--- src/sv/fsca_ram.sv ---
// ----------------------------------------------------------------------------
// fsca_ram
// generic single port ram with registered read
// ----------------------------------------------------------------------------
`default_nettype none

module fsca_ram #(
    parameter int WIDTH = 8,
    parameter int DEPTH = 16
) (
    input  wire logic                     clk,
    input  wire logic                     we,
    input  wire logic [$clog2(DEPTH)-1:0] addr,
    input  wire logic [WIDTH-1:0]         wdata,
    output logic      [WIDTH-1:0]         rdata
);

    logic [WIDTH-1:0] mem [DEPTH];

    always_ff @(posedge clk)
    begin
        if (we)
        begin
            mem[addr] <= wdata;
        end
        else
        begin
            rdata <= mem[addr];
        end
    end

endmodule

`default_nettype wire

--- config.mk ---
export PLATFORM = sky130hd
export DESIGN_NAME = fsca_ram
export DESIGN_NICKNAME = d
export VERILOG_FILES = /design/src/sv/fsca_ram.sv
export SDC_FILE = /design/constraint.sdc
export NUM_CORES = 1
export LEC_CHECK = 0
export BUFFER_PORTS_ARGS = -buffer_cell sky130_fd_sc_hd__buf_4
export CAP_MARGIN = 20
export CORE_MARGIN = 4
export CORE_UTILIZATION = 54
export CTS_BUF_LIST = sky130_fd_sc_hd__clkbuf_16
export CTS_CLUSTER_DIAMETER = 30
export CTS_CLUSTER_SIZE = 28
export DETAILED_ROUTE_END_ITERATION = 16
export MAX_ROUTING_LAYER = met4
export PLACE_DENSITY = 0.76
export SYNTH_ARGS = -nofsm -noshare
export SYNTH_HDL_FRONTEND = slang
export SYNTH_SLANG_ARGS = --single-unit
--- constraint.sdc ---
create_clock -name clk -period 2.1 [get_ports clk]
set_input_delay 0.63 -clock clk [delete_from_list [all_inputs] [get_ports clk]]
set_output_delay 0.63 -clock clk [all_outputs]
set_load 0.02 [all_outputs]
==> impl_metrics.csv <==
group,metric,value,unit
timing,worst_pin_slew,0.738,ns
critical_path,crit_arrival,1.86,ns
detailed_routing,routed_via_density,5.78,
floorplan,die_area,11200,sq um
global_routing,overflow,0,
clock_network,cts_resized,0,
critical_path,r2r_cells,3,
critical_path,critPathRequiredTime,2.25,ns
clock_network,cts_setup_buffers,0,
global_routing,grt.total_usage,20.3,%
cells_and_area,drive_above_1_share,38.8,%
yosys,yosysTopAreaCell,"edfxtp_1",
critical_path,reg2reg_slack,0.63,ns
timing,min_period_over_period,81.2,%
clock_network,clk-insertion-delay-late,0.41,ns
clock_network,cts_sinks,136,
critical_path,reg2reg_to,"rdata[6]$_DFFE_PN_",
detailed_routing,drc,0,
placement,place_inst,414,
clock_network,ctsHoldBuffers,0,
clock_network,numCtsBuffers,17,
timing,min_period,1.71,ns
hold_path,hold_class,"in2reg",
cells_and_area,final_nets,318,
cells_and_area,n_antenna_cell,0,
yosys,syn_area_per_cell,22.3,sq um
timing,rsz0062_at_grt,"false",
critical_path,crit_path_max_fanout,16,
detailed_routing,first_iter_violations,195,
critical_path,rr_startpoint,"mem[11][6]$_DFFE_PP_",
power_and_ir_drop,cellPowerDensity,964,nW/um^2
yosys,syn_nets,245,
yosys,syn-cell-area,5150,sq um
placement,place_congestion,0.791,
detailed_routing,dr_total_vias,2577,
floorplan,initial_core_util,55.7,%
placement,dpl.hpwl,6590,microns
run_status,status,"completed",
clock_network,cts_tree,"done",
floorplan,io_pins,22,
floorplan,placementRows,35,
detailed_routing,dr.pass1.iters,5,
clock_network,clockBufferDepth,2,
placement,io_buffers,21,
global_routing,grt_pass1_wl,15900,microns
timing,hold_ws,0.541,ns
cells_and_area,syn2layout_area_growth,23.6,%
yosys,synthDominantCellAreaShare,79.3,%
yosys,synthTopCellsByArea,"edfxtp_1 79%, mux4_2 14%, a22oi_1 2.3%",
timing,finalSetupViolations,0,
detailed_routing,ant_nets,0,
yosys,ys_warn_count,0,
critical_path,worstSetupPathType,"in2reg",
yosys,post_synth_num_cell_types,18,
floorplan,dieWidth,106,microns
timing,slew_headroom,50.6,%
power_and_ir_drop,ir_drop,0.534,mV
detailed_routing,avgRoutedWirePerCell,22.5,microns
floorplan,core,9240,sq um
critical_path,crit_path_end_kind,"flip-flop",
cells_and_area,finalNonFillerCells,446,
cells_and_area,num-fill-cells,568,
global_routing,grt_max_degree,17,
power_and_ir_drop,p_leak,2.18,nW
power_and_ir_drop,finalPower,0.00614,W
timing,finClkSkew,0.00636,ns
hold_path,holdPathEnd,"mem[15][4]$_DFFE_PP_",
global_routing,grt_pass1_vias,2739,
clock_network,htree_levels,4,
yosys,ys_ff_latch,136,
yosys,netlist_instances,231,
yosys,yosysSeqAreaShare,79.3,%
global_routing,antenna_found_initial,0,
hold_path,whs_path_depth,1,
hold_path,holdCritStartpoint,"wdata[4]",
timing,report.final.slew_viol_count,0,
critical_path,startpoint_type,"input port",
clock_network,root_buffer,"clkbuf_16",
flow_run,cap_violations,0,
timing,hold_viol_final,0,
clock_network,cts.clk_slew.worst_paths,0.05,ns
detailed_routing,wl,10000,microns
timing,fmax,586,MHz
floorplan,die_h,106,microns
-- worst max-delay path by stage --
stage | from | end | slack (ns)
4_1_cts | addr[0] | rdata[3]$_DFFE_PN_ | 0.40
6_report | addr[0] | rdata[3]$_DFFE_PN_ | 0.39
5_1_grt | addr[0] | rdata[3]$_DFFE_PN_ | 0.31
3_3_place_gp | addr[0] | rdata[2]$_DFFE_PN_ | 0.008
2_1_floorplan | addr[1] | mem[12][0]$_DFFE_PP_ | 0.03
3_5_place_dp | addr[0] | rdata[3]$_DFFE_PN_ | -0.03
-- registers in the layout (all words and copies together), names as in the netlist --
register / count
mem: 128
rdata: 8
-- power breakdown --
group	internal [W]	switching, W
clock network	0.00170	0.00100
registers	0.00306	0.0000176
logic	0.000167	0.000187
-- cell usage in the layout, fill, tap and decap left out --
master      instances
and2_1              1
or3_1               1
bufinv_16           2
nor3_1              3
clkinv_1            3
nand3b_1            2
clkinvlp_4          2
clkinv_2            4
a22oi_1            16
nand2_1             9
buf_12              6
inv_1               5
edfxtp_1          136
nor2_1             13
clkbuf_16          17
nand2b_1            2
nor2b_1             2
buf_4              59
nor3_2              1
mux4_2             32
nand3_1             1
-- logic make-up (layout without fill, tap and decap cells) --
kind of cell	Yosys count	count (layout)	share of synthesized area [%]
AND/OR/NAND/NOR	35	35	3.11
buffers and inverters	12	98	1.24
flip-flops	136	136	79.3
multiplexers	32	32	14.0
AO/OA/AOI/OAI	16	16	2.33
-- per-layer routing --
layer  global-route usage, %  vias to the layer above  part of all wire, %  routed length, microns
met1                    26.1                     1344                   42                    4190
li1                        -                     1122                    -                       -
met2                    31.0                       88                   51                    5100
met4                    9.53                        0                  2.5                     255
met3                    4.72                       23                  4.9                     496
met5                       -                        -                    0                       0
-- area by class of cell --
type	instances	area [sq um]	share of cell area, %
sequential	136	4080	64.2
clock inverter	15	121	1.91
tap	129	161	2.54
multi-input combinational	83	1010	15.8
clock buffer	17	425	6.68
inverter	1	3.75	0.0590
timing repair buffer	65	563	8.85
-- worst max-delay path, cell delays in order --
cell and delay [ns]:
buf_4 0.16, buf_12 0.19, mux4_2 0.51, a22oi_1 0.28, nand2_1 0.08
-- stage by stage --
stage	instance area [sq um]	utilization, %	setup WS [ns]	setup TNS [ns]
global placement	5820	63.0	0.00847	0
floorplan	5150	-	0.0319	0
global route	6360	68.9	0.309	0
detailed placement	5820	63.0	-0.0316	-0.175
CTS	6360	68.9	0.399	0
finish	6360	68.9	0.394	0
-- Yosys cell counts (all sizes together) --
cell and count:
inv 1, nand2b 2, nand3b 2, clkbuf 3
nand3 1, a22oi 16, nor2 13, nand2 9
buf 8, edfxtp 136, and2 1, mux4 32
nor2b 2, nor3 4, or3 1
Power figures use the tool's default switching activity.
