## config.mk

```make
export PLATFORM = sky130hd
export DESIGN_NAME = fsca_cfg_flat
export DESIGN_NICKNAME = d
export VERILOG_FILES = /design/src/sv/fsca_pkg.sv /design/src/sv/fsca_if.sv /design/src/sv/fsca_cfg.sv /design/src/flat_wrapper.sv
export SDC_FILE = /design/constraint.sdc
export NUM_CORES = 1
export LEC_CHECK = 0
export ABC_AREA = 1
export BUFFER_PORTS_ARGS = -buffer_cell sky130_fd_sc_hd__buf_2
export CORE_MARGIN = 2
export CORE_UTILIZATION = 50
export DETAILED_ROUTE_END_ITERATION = 8
export GPL_TIMING_DRIVEN = 0
export PLACE_DENSITY = 0.8
export SLEW_MARGIN = 20
export SYNTH_ARGS = -nofsm -noshare
export SYNTH_HDL_FRONTEND = slang
export SYNTH_SLANG_ARGS = --single-unit
```

## constraint.sdc

```tcl
create_clock -name clk -period 1.7 [get_ports clk]
set_clock_uncertainty 0.1 [all_clocks]
set_input_delay 0.255 -clock clk [delete_from_list [all_inputs] [get_ports clk]]
set_output_delay 0.255 -clock clk [all_outputs]
set_load 0.1 [all_outputs]
```

## src/sv/fsca_pkg.sv

```systemverilog
// ----------------------------------------------------------------------------
// fsca_pkg
// shared types, constants and helper functions of the fire spread core
// ----------------------------------------------------------------------------
`default_nettype none

package fsca_pkg;

    localparam int MAX_COLS = 256;
    localparam int MAX_ROWS = 128;
    localparam int COL_W    = 8;
    localparam int ROW_W    = 7;
    localparam int ADDR_W   = COL_W + ROW_W;
    localparam int DEPTH    = MAX_COLS * MAX_ROWS;
    localparam int CELL_W   = 45;
    localparam int GW_W     = 9;
    localparam int GH_W     = 8;
    localparam int SUM_W    = 19;
    localparam int CIDX_W   = 4;

    localparam logic [1:0] KIND_LOAD = 2'd0;
    localparam logic [1:0] KIND_GEN  = 2'd1;
    localparam logic [1:0] KIND_READ = 2'd2;

    localparam logic [1:0] ST_UNBURNT = 2'd0;
    localparam logic [1:0] ST_BURNING = 2'd1;
    localparam logic [1:0] ST_BURNT   = 2'd2;

    localparam logic [2:0] MAT_WOOD     = 3'd2;
    localparam logic [2:0] MAT_LEAF     = 3'd3;
    localparam logic [2:0] MAT_DRY_LEAF = 3'd4;

    localparam logic [CIDX_W-1:0] REG_WOOD_STEPS  = 4'd0;
    localparam logic [CIDX_W-1:0] REG_LEAF_STEPS  = 4'd1;
    localparam logic [CIDX_W-1:0] REG_DRY_STEPS   = 4'd2;
    localparam logic [CIDX_W-1:0] REG_IGN_NEAR    = 4'd3;
    localparam logic [CIDX_W-1:0] REG_IGN_ALONE   = 4'd4;
    localparam logic [CIDX_W-1:0] REG_EMISSION    = 4'd5;
    localparam logic [CIDX_W-1:0] REG_GRID_WIDTH  = 4'd6;
    localparam logic [CIDX_W-1:0] REG_GRID_HEIGHT = 4'd7;

    localparam logic [3:0] LAST_TAP = 4'd8;

    typedef struct packed {
        logic [1:0]  state;
        logic [2:0]  material;
        logic [31:0] energy;
        logic [7:0]  burn_time;
    } cell_t;

    typedef struct packed {
        logic [7:0]      wood_steps;
        logic [7:0]      leaf_steps;
        logic [7:0]      dry_steps;
        logic [31:0]     ign_near;
        logic [31:0]     ign_alone;
        logic [15:0]     emission;
        logic [GW_W-1:0] width_eff;
        logic [GH_W-1:0] height_eff;
    } cfg_t;

    function automatic logic is_fuel(input logic [2:0] m);
        return (m == MAT_WOOD) || (m == MAT_LEAF) || (m == MAT_DRY_LEAF);
    endfunction

    // tap 0 is the center, taps 1..8 the neighbours
    function automatic logic [1:0] tap_dx(input logic [3:0] k);
        logic [1:0] d;
        unique case (k)
            4'd1, 4'd2, 4'd3: d = 2'b11;
            4'd6, 4'd7, 4'd8: d = 2'b01;
            default:          d = 2'b00;
        endcase
        return d;
    endfunction

    function automatic logic [1:0] tap_dy(input logic [3:0] k);
        logic [1:0] d;
        unique case (k)
            4'd1, 4'd4, 4'd6: d = 2'b11;
            4'd3, 4'd5, 4'd8: d = 2'b01;
            default:          d = 2'b00;
        endcase
        return d;
    endfunction

endpackage

`default_nettype wire

```

## src/sv/fsca_if.sv

```systemverilog
// ----------------------------------------------------------------------------
// fsca channel interfaces
// command, response and configuration channels with valid/ready
// ----------------------------------------------------------------------------
`default_nettype none


interface fsca_cfg_if;
    logic        valid;
    logic        ready;
    logic [3:0]  index;
    logic [31:0] data;
    modport source (output valid, index, data, input ready);
    modport sink (input valid, index, data, output ready);
endinterface

`default_nettype wire

```

## src/sv/fsca_cfg.sv

```systemverilog
// ----------------------------------------------------------------------------
// fsca_cfg
// configuration registers and effective grid extent
// ----------------------------------------------------------------------------
`default_nettype none

module fsca_cfg
    import fsca_pkg::*;
(
    input  wire logic clk,
    input  wire logic rst_n,
    fsca_cfg_if.sink  cfg,
    output cfg_t      cfg_eff
);

    logic [7:0]      wood_reg, leaf_reg, dry_reg;
    logic [31:0]     near_reg, alone_reg;
    logic [15:0]     emis_reg;
    logic [GW_W-1:0] gw_reg;
    logic [GH_W-1:0] gh_reg;

    assign cfg.ready = 1'b1;

    always_ff @(posedge clk or negedge rst_n)
    begin
        if (!rst_n)
        begin
            wood_reg  <= 8'd20;
            leaf_reg  <= 8'd1;
            dry_reg   <= 8'd1;
            near_reg  <= 32'd5000;
            alone_reg <= 32'd16000;
            emis_reg  <= 16'd2000;
            gw_reg    <= GW_W'(150);
            gh_reg    <= GH_W'(100);
        end
        else if (cfg.valid)
        begin
            unique case (cfg.index)
                REG_WOOD_STEPS:  wood_reg  <= cfg.data[7:0];
                REG_LEAF_STEPS:  leaf_reg  <= cfg.data[7:0];
                REG_DRY_STEPS:   dry_reg   <= cfg.data[7:0];
                REG_IGN_NEAR:    near_reg  <= cfg.data;
                REG_IGN_ALONE:   alone_reg <= cfg.data;
                REG_EMISSION:    emis_reg  <= cfg.data[15:0];
                REG_GRID_WIDTH:  gw_reg    <= cfg.data[GW_W-1:0];
                REG_GRID_HEIGHT: gh_reg    <= cfg.data[GH_W-1:0];
                default:         ;
            endcase
        end
    end

    always_comb
    begin
        cfg_eff.wood_steps = wood_reg;
        cfg_eff.leaf_steps = leaf_reg;
        cfg_eff.dry_steps  = dry_reg;
        cfg_eff.ign_near   = near_reg;
        cfg_eff.ign_alone  = alone_reg;
        cfg_eff.emission   = emis_reg;
        if (gw_reg == '0)
            cfg_eff.width_eff = GW_W'(1);
        else if (gw_reg > GW_W'(MAX_COLS))
            cfg_eff.width_eff = GW_W'(MAX_COLS);
        else
            cfg_eff.width_eff = gw_reg;
        if (gh_reg == '0)
            cfg_eff.height_eff = GH_W'(1);
        else if (gh_reg > GH_W'(MAX_ROWS))
            cfg_eff.height_eff = GH_W'(MAX_ROWS);
        else
            cfg_eff.height_eff = gh_reg;
    end

endmodule

`default_nettype wire

```

## src/flat_wrapper.sv

```systemverilog
// flat-port wrapper written by rule: the top's interface ports become plain ports
module fsca_cfg_flat import fsca_pkg::*;
  (clk, rst_n, cfg_eff, cfg_valid, cfg_index, cfg_data, cfg_ready);
  fsca_cfg_if cfg_i ();
  input  wire logic clk;
  input  wire logic rst_n;
  output cfg_t cfg_eff;
  input wire logic [$bits(cfg_i.valid)-1:0] cfg_valid;
  input wire logic [$bits(cfg_i.index)-1:0] cfg_index;
  input wire logic [$bits(cfg_i.data)-1:0] cfg_data;
  output wire logic [$bits(cfg_i.ready)-1:0] cfg_ready;
  assign cfg_i.valid = cfg_valid;
  assign cfg_i.index = cfg_index;
  assign cfg_i.data = cfg_data;
  assign cfg_ready = cfg_i.ready;
  fsca_cfg u_core (.clk(clk), .rst_n(rst_n), .cfg(cfg_i), .cfg_eff(cfg_eff));
endmodule
```

==> flow_metrics.tcl <==
set metrics [dict create \
    nFillCells 577 \
    clock_power_share 0.251 \
    path_class "reg -> out" \
    post-synth-top-count-cell "nand2_1" \
    synth_top_area_share 0.4945 \
    cts_tree "done" \
    nets 757 \
    power.leakage_uw 0.003636 \
    cts-root-buf "clkbuf_8" \
    syn-mean-instance-area_um2 9.374 \
    p_int_uw 7361 \
    holdWs_ns 0.09087 \
    ir_drop_uv 1163 \
    holdPathEnd "u_core.gh_reg[2]" \
    finalCritPeriodShare 1.252 \
    cts_buffer_depth 2 \
    ys_async_sr_fraction 1.000 \
    initial_core_util 0.5117 \
    place_congestion 0.8188 \
    r2r_end "u_core.gw_reg[7]" \
    p_comb_frac 0.478 \
    synthTopCellsByCount "nand2_1, o21ai_0, dfrtp_1, inv_1, nor2_1" \
    die_area_um2 10200 \
    swShare 0.5015 \
    final_core_util 0.7848 \
    ys_seq_area_frac 0.6509 \
    ys_top_cells_by_area "dfrtp_1, dfstp_2, o21ai_0" \
    cp_max_fo 3 \
    r2r_slack_ns 0.70 \
    wl_per_cell_um 17.01 \
    ys.warnings.count 0 \
    syn_to_final_growth_pct 53.36 \
    worstHoldPathCells 5 \
    chipWidth_um 101.0 \
    drv_cap 0 \
    r2r_start "u_core.gw_reg[7]" \
    postLayoutSetupSlackWorst_ns -0.4285 \
    powerDensity_nw_per_um2 2046 \
    rsz0062_at_grt "true" \
    firstDrtPassIters 5 \
    vias_per_cell 5.224 \
    diodes 0 \
    period_minus_slack_ns 2.128 \
    hp-class "in -> reg" \
    grt_overflow 0 \
    routed_wl_um 14320 \
    clk_latency_ns 0.50 \
    clkSlewWorstSetupHoldPaths_ns 0.06 \
    required_ns 1.34 \
    ff_latch_area_um2 3063 \
    worstMarginPinSlew_ns 0.5120 \
    dp_hpwl_um 8821 \
    endpoint_kind "output port" \
    fmax_ghz 0.4698 \
    num_rows 35 \
    coreArea_um2 9196 \
    drv_slew 0 \
    r2r_cells 2 \
    min_from "cfg_index[0]" \
    yosys.area.top_type "dfrtp_1" \
    placed_area_um2 5754 \
    grt_pass1_wl_um 21980 \
    cts-htree-levels 4 \
    antenna_found_initial 0 \
    crit_arrival_ns 1.77 \
    start_kind "flip-flop" \
    syn_inst 502 \
    ys_types 20 \
    synthesis.area_um2 4706 \
    grt_max_degree 71 \
    setup_violations 15 \
    hold_viol_final 0 \
    ys.flop_type "dfrtp_1" \
    drive_gt1_frac 0.3680 \
    ys_ff_latch 121 \
    synth_fp_nets 541 \
    violations "setup timing" \
    switching_power_uw 7404 \
    cts_buffers 17 \
    drt_iter0_drc 232 \
    track_usage 0.2849 \
    power_frac_seq 0.271 \
    place.port_buffers 159 \
    grt_pass1_vias 4402 \
    fin_area_um2 7217 \
    die_y_um 101.0 \
    vias 4399 \
    pin_count 161 \
    synth_edf_count 0 \
    drtAntennaViolNets 0 \
    drc_errors 0 \
    outcome "complete, but fails checks" \
    multi_input_area_um2 1415 \
    clock_sinks 121 \
    slew_headroom 0.6610 \
]
-- worst max-delay path: stages (launching register included) --
cell     delay [ns]
dfrtp_1        0.40
nor2_2         0.12
nand3_2        0.11
nor2_4         0.14
nor2_4         0.05
buf_6          0.13
nor2_4         0.13
buf_12         0.18
-- repair_timing --
item | CTS | global route
hold buffers | 33 | 0
setup buffers | 3 | 1
endpoints found under the setup margin | 38 | 52
endpoints found under the hold margin | 130 | 0
pin swaps | 4 | 6
gates resized for setup | 101 | 40
-- placed cells by master, fill, tap and decap left out, types with 2 or more instances in the layout --
master / count
nor2_1: 11
clkinvlp_4: 3
nor2_4: 15
buf_6: 23
dfstp_2: 28
clkbuf_4: 20
nand2_2: 3
nand2_1: 125
o21ai_1: 3
inv_2: 3
nand3_1: 3
clkinv_4: 6
dlygate4sd3_1: 33
buf_4: 7
clkbuf_1: 11
nand3_2: 2
bufinv_16: 4
dfrtp_1: 93
a21oi_1: 2
buf_12: 16
nor2_2: 6
o21ai_0: 116
clkbuf_16: 16
inv_1: 63
buf_2: 110
-- layer usage --
metal	routed length (µm)	share of wire	GRT usage
met5	0	0	0
met4	297	0.021	0.09044
met3	921	0.064	0.08391
met2	7635	0.53	0.4872
met1	5470	0.38	0.3492
-- cells by family (layout without fill, tap and decap cells) --
logic type | count (synthesis) | count (layout) | synth area share
compound gates | 122 | 122 | 0.1298
buf+inv | 90 | 319 | 0.07684
flops | 121 | 121 | 0.6509
other cells | 1 | 1 | 0.0007969
simple gates | 168 | 168 | 0.1417
-- worst max-delay path by stage --
stage	depth (start not counted)	startpoint	end	slack (ns)
after floorplan	5	u_core.gw_reg[6]	cfg_eff[10]	-0.27
after global placement	1	rst_n	u_core.alone_reg[26]	-1.07
after detailed placement	6	u_core.gh_reg[2]	cfg_eff[0]	-0.09
after CTS	7	u_core.gh_reg[1]	cfg_eff[5]	-0.41
after global routing	7	u_core.gh_reg[0]	cfg_eff[5]	-0.53
final	7	u_core.gh_reg[0]	cfg_eff[5]	-0.43
-- power groups by stage --
stage | registers (µW) | clock network, µW | logic, µW
finish | 4000 | 3700 | 7070
global route | 4060 | 3890 | 7280
CTS | 3950 | 3740 | 6900
detailed placement | 3970 | 0 | 6320
global placement | 3950 | 0 | 6240
floorplan | 7810 | 0 | 1490
-- final cells by class --
type,count,share of cell area
clock inverter,14,0.02774
clock buffer,18,0.05791
inverter,67,0.03519
sequential,121,0.4244
tap,111,0.01924
timing repair buffer,197,0.2242
multi-input combinational,291,0.1961
buffer,23,0.01526
-- metrics by stage --
| stage | std cells | setup slack, ns | setup TNS [ns] | power (µW) |
|---|---|---|---|---|
| after floorplan | 502 | -0.2664 | -1.598 | 9298 |
| after CTS | 841 | -0.4058 | -5.354 | 14600 |
| after global routing | 842 | -0.5275 | -6.971 | 15240 |
| final | 842 | -0.4285 | -5.600 | 14770 |
| after detailed placement | 773 | -0.08728 | -0.5924 | 10290 |
| after global placement | 772 | -1.074 | -112.14 | 10190 |
(Power assumes the default switching activity.)
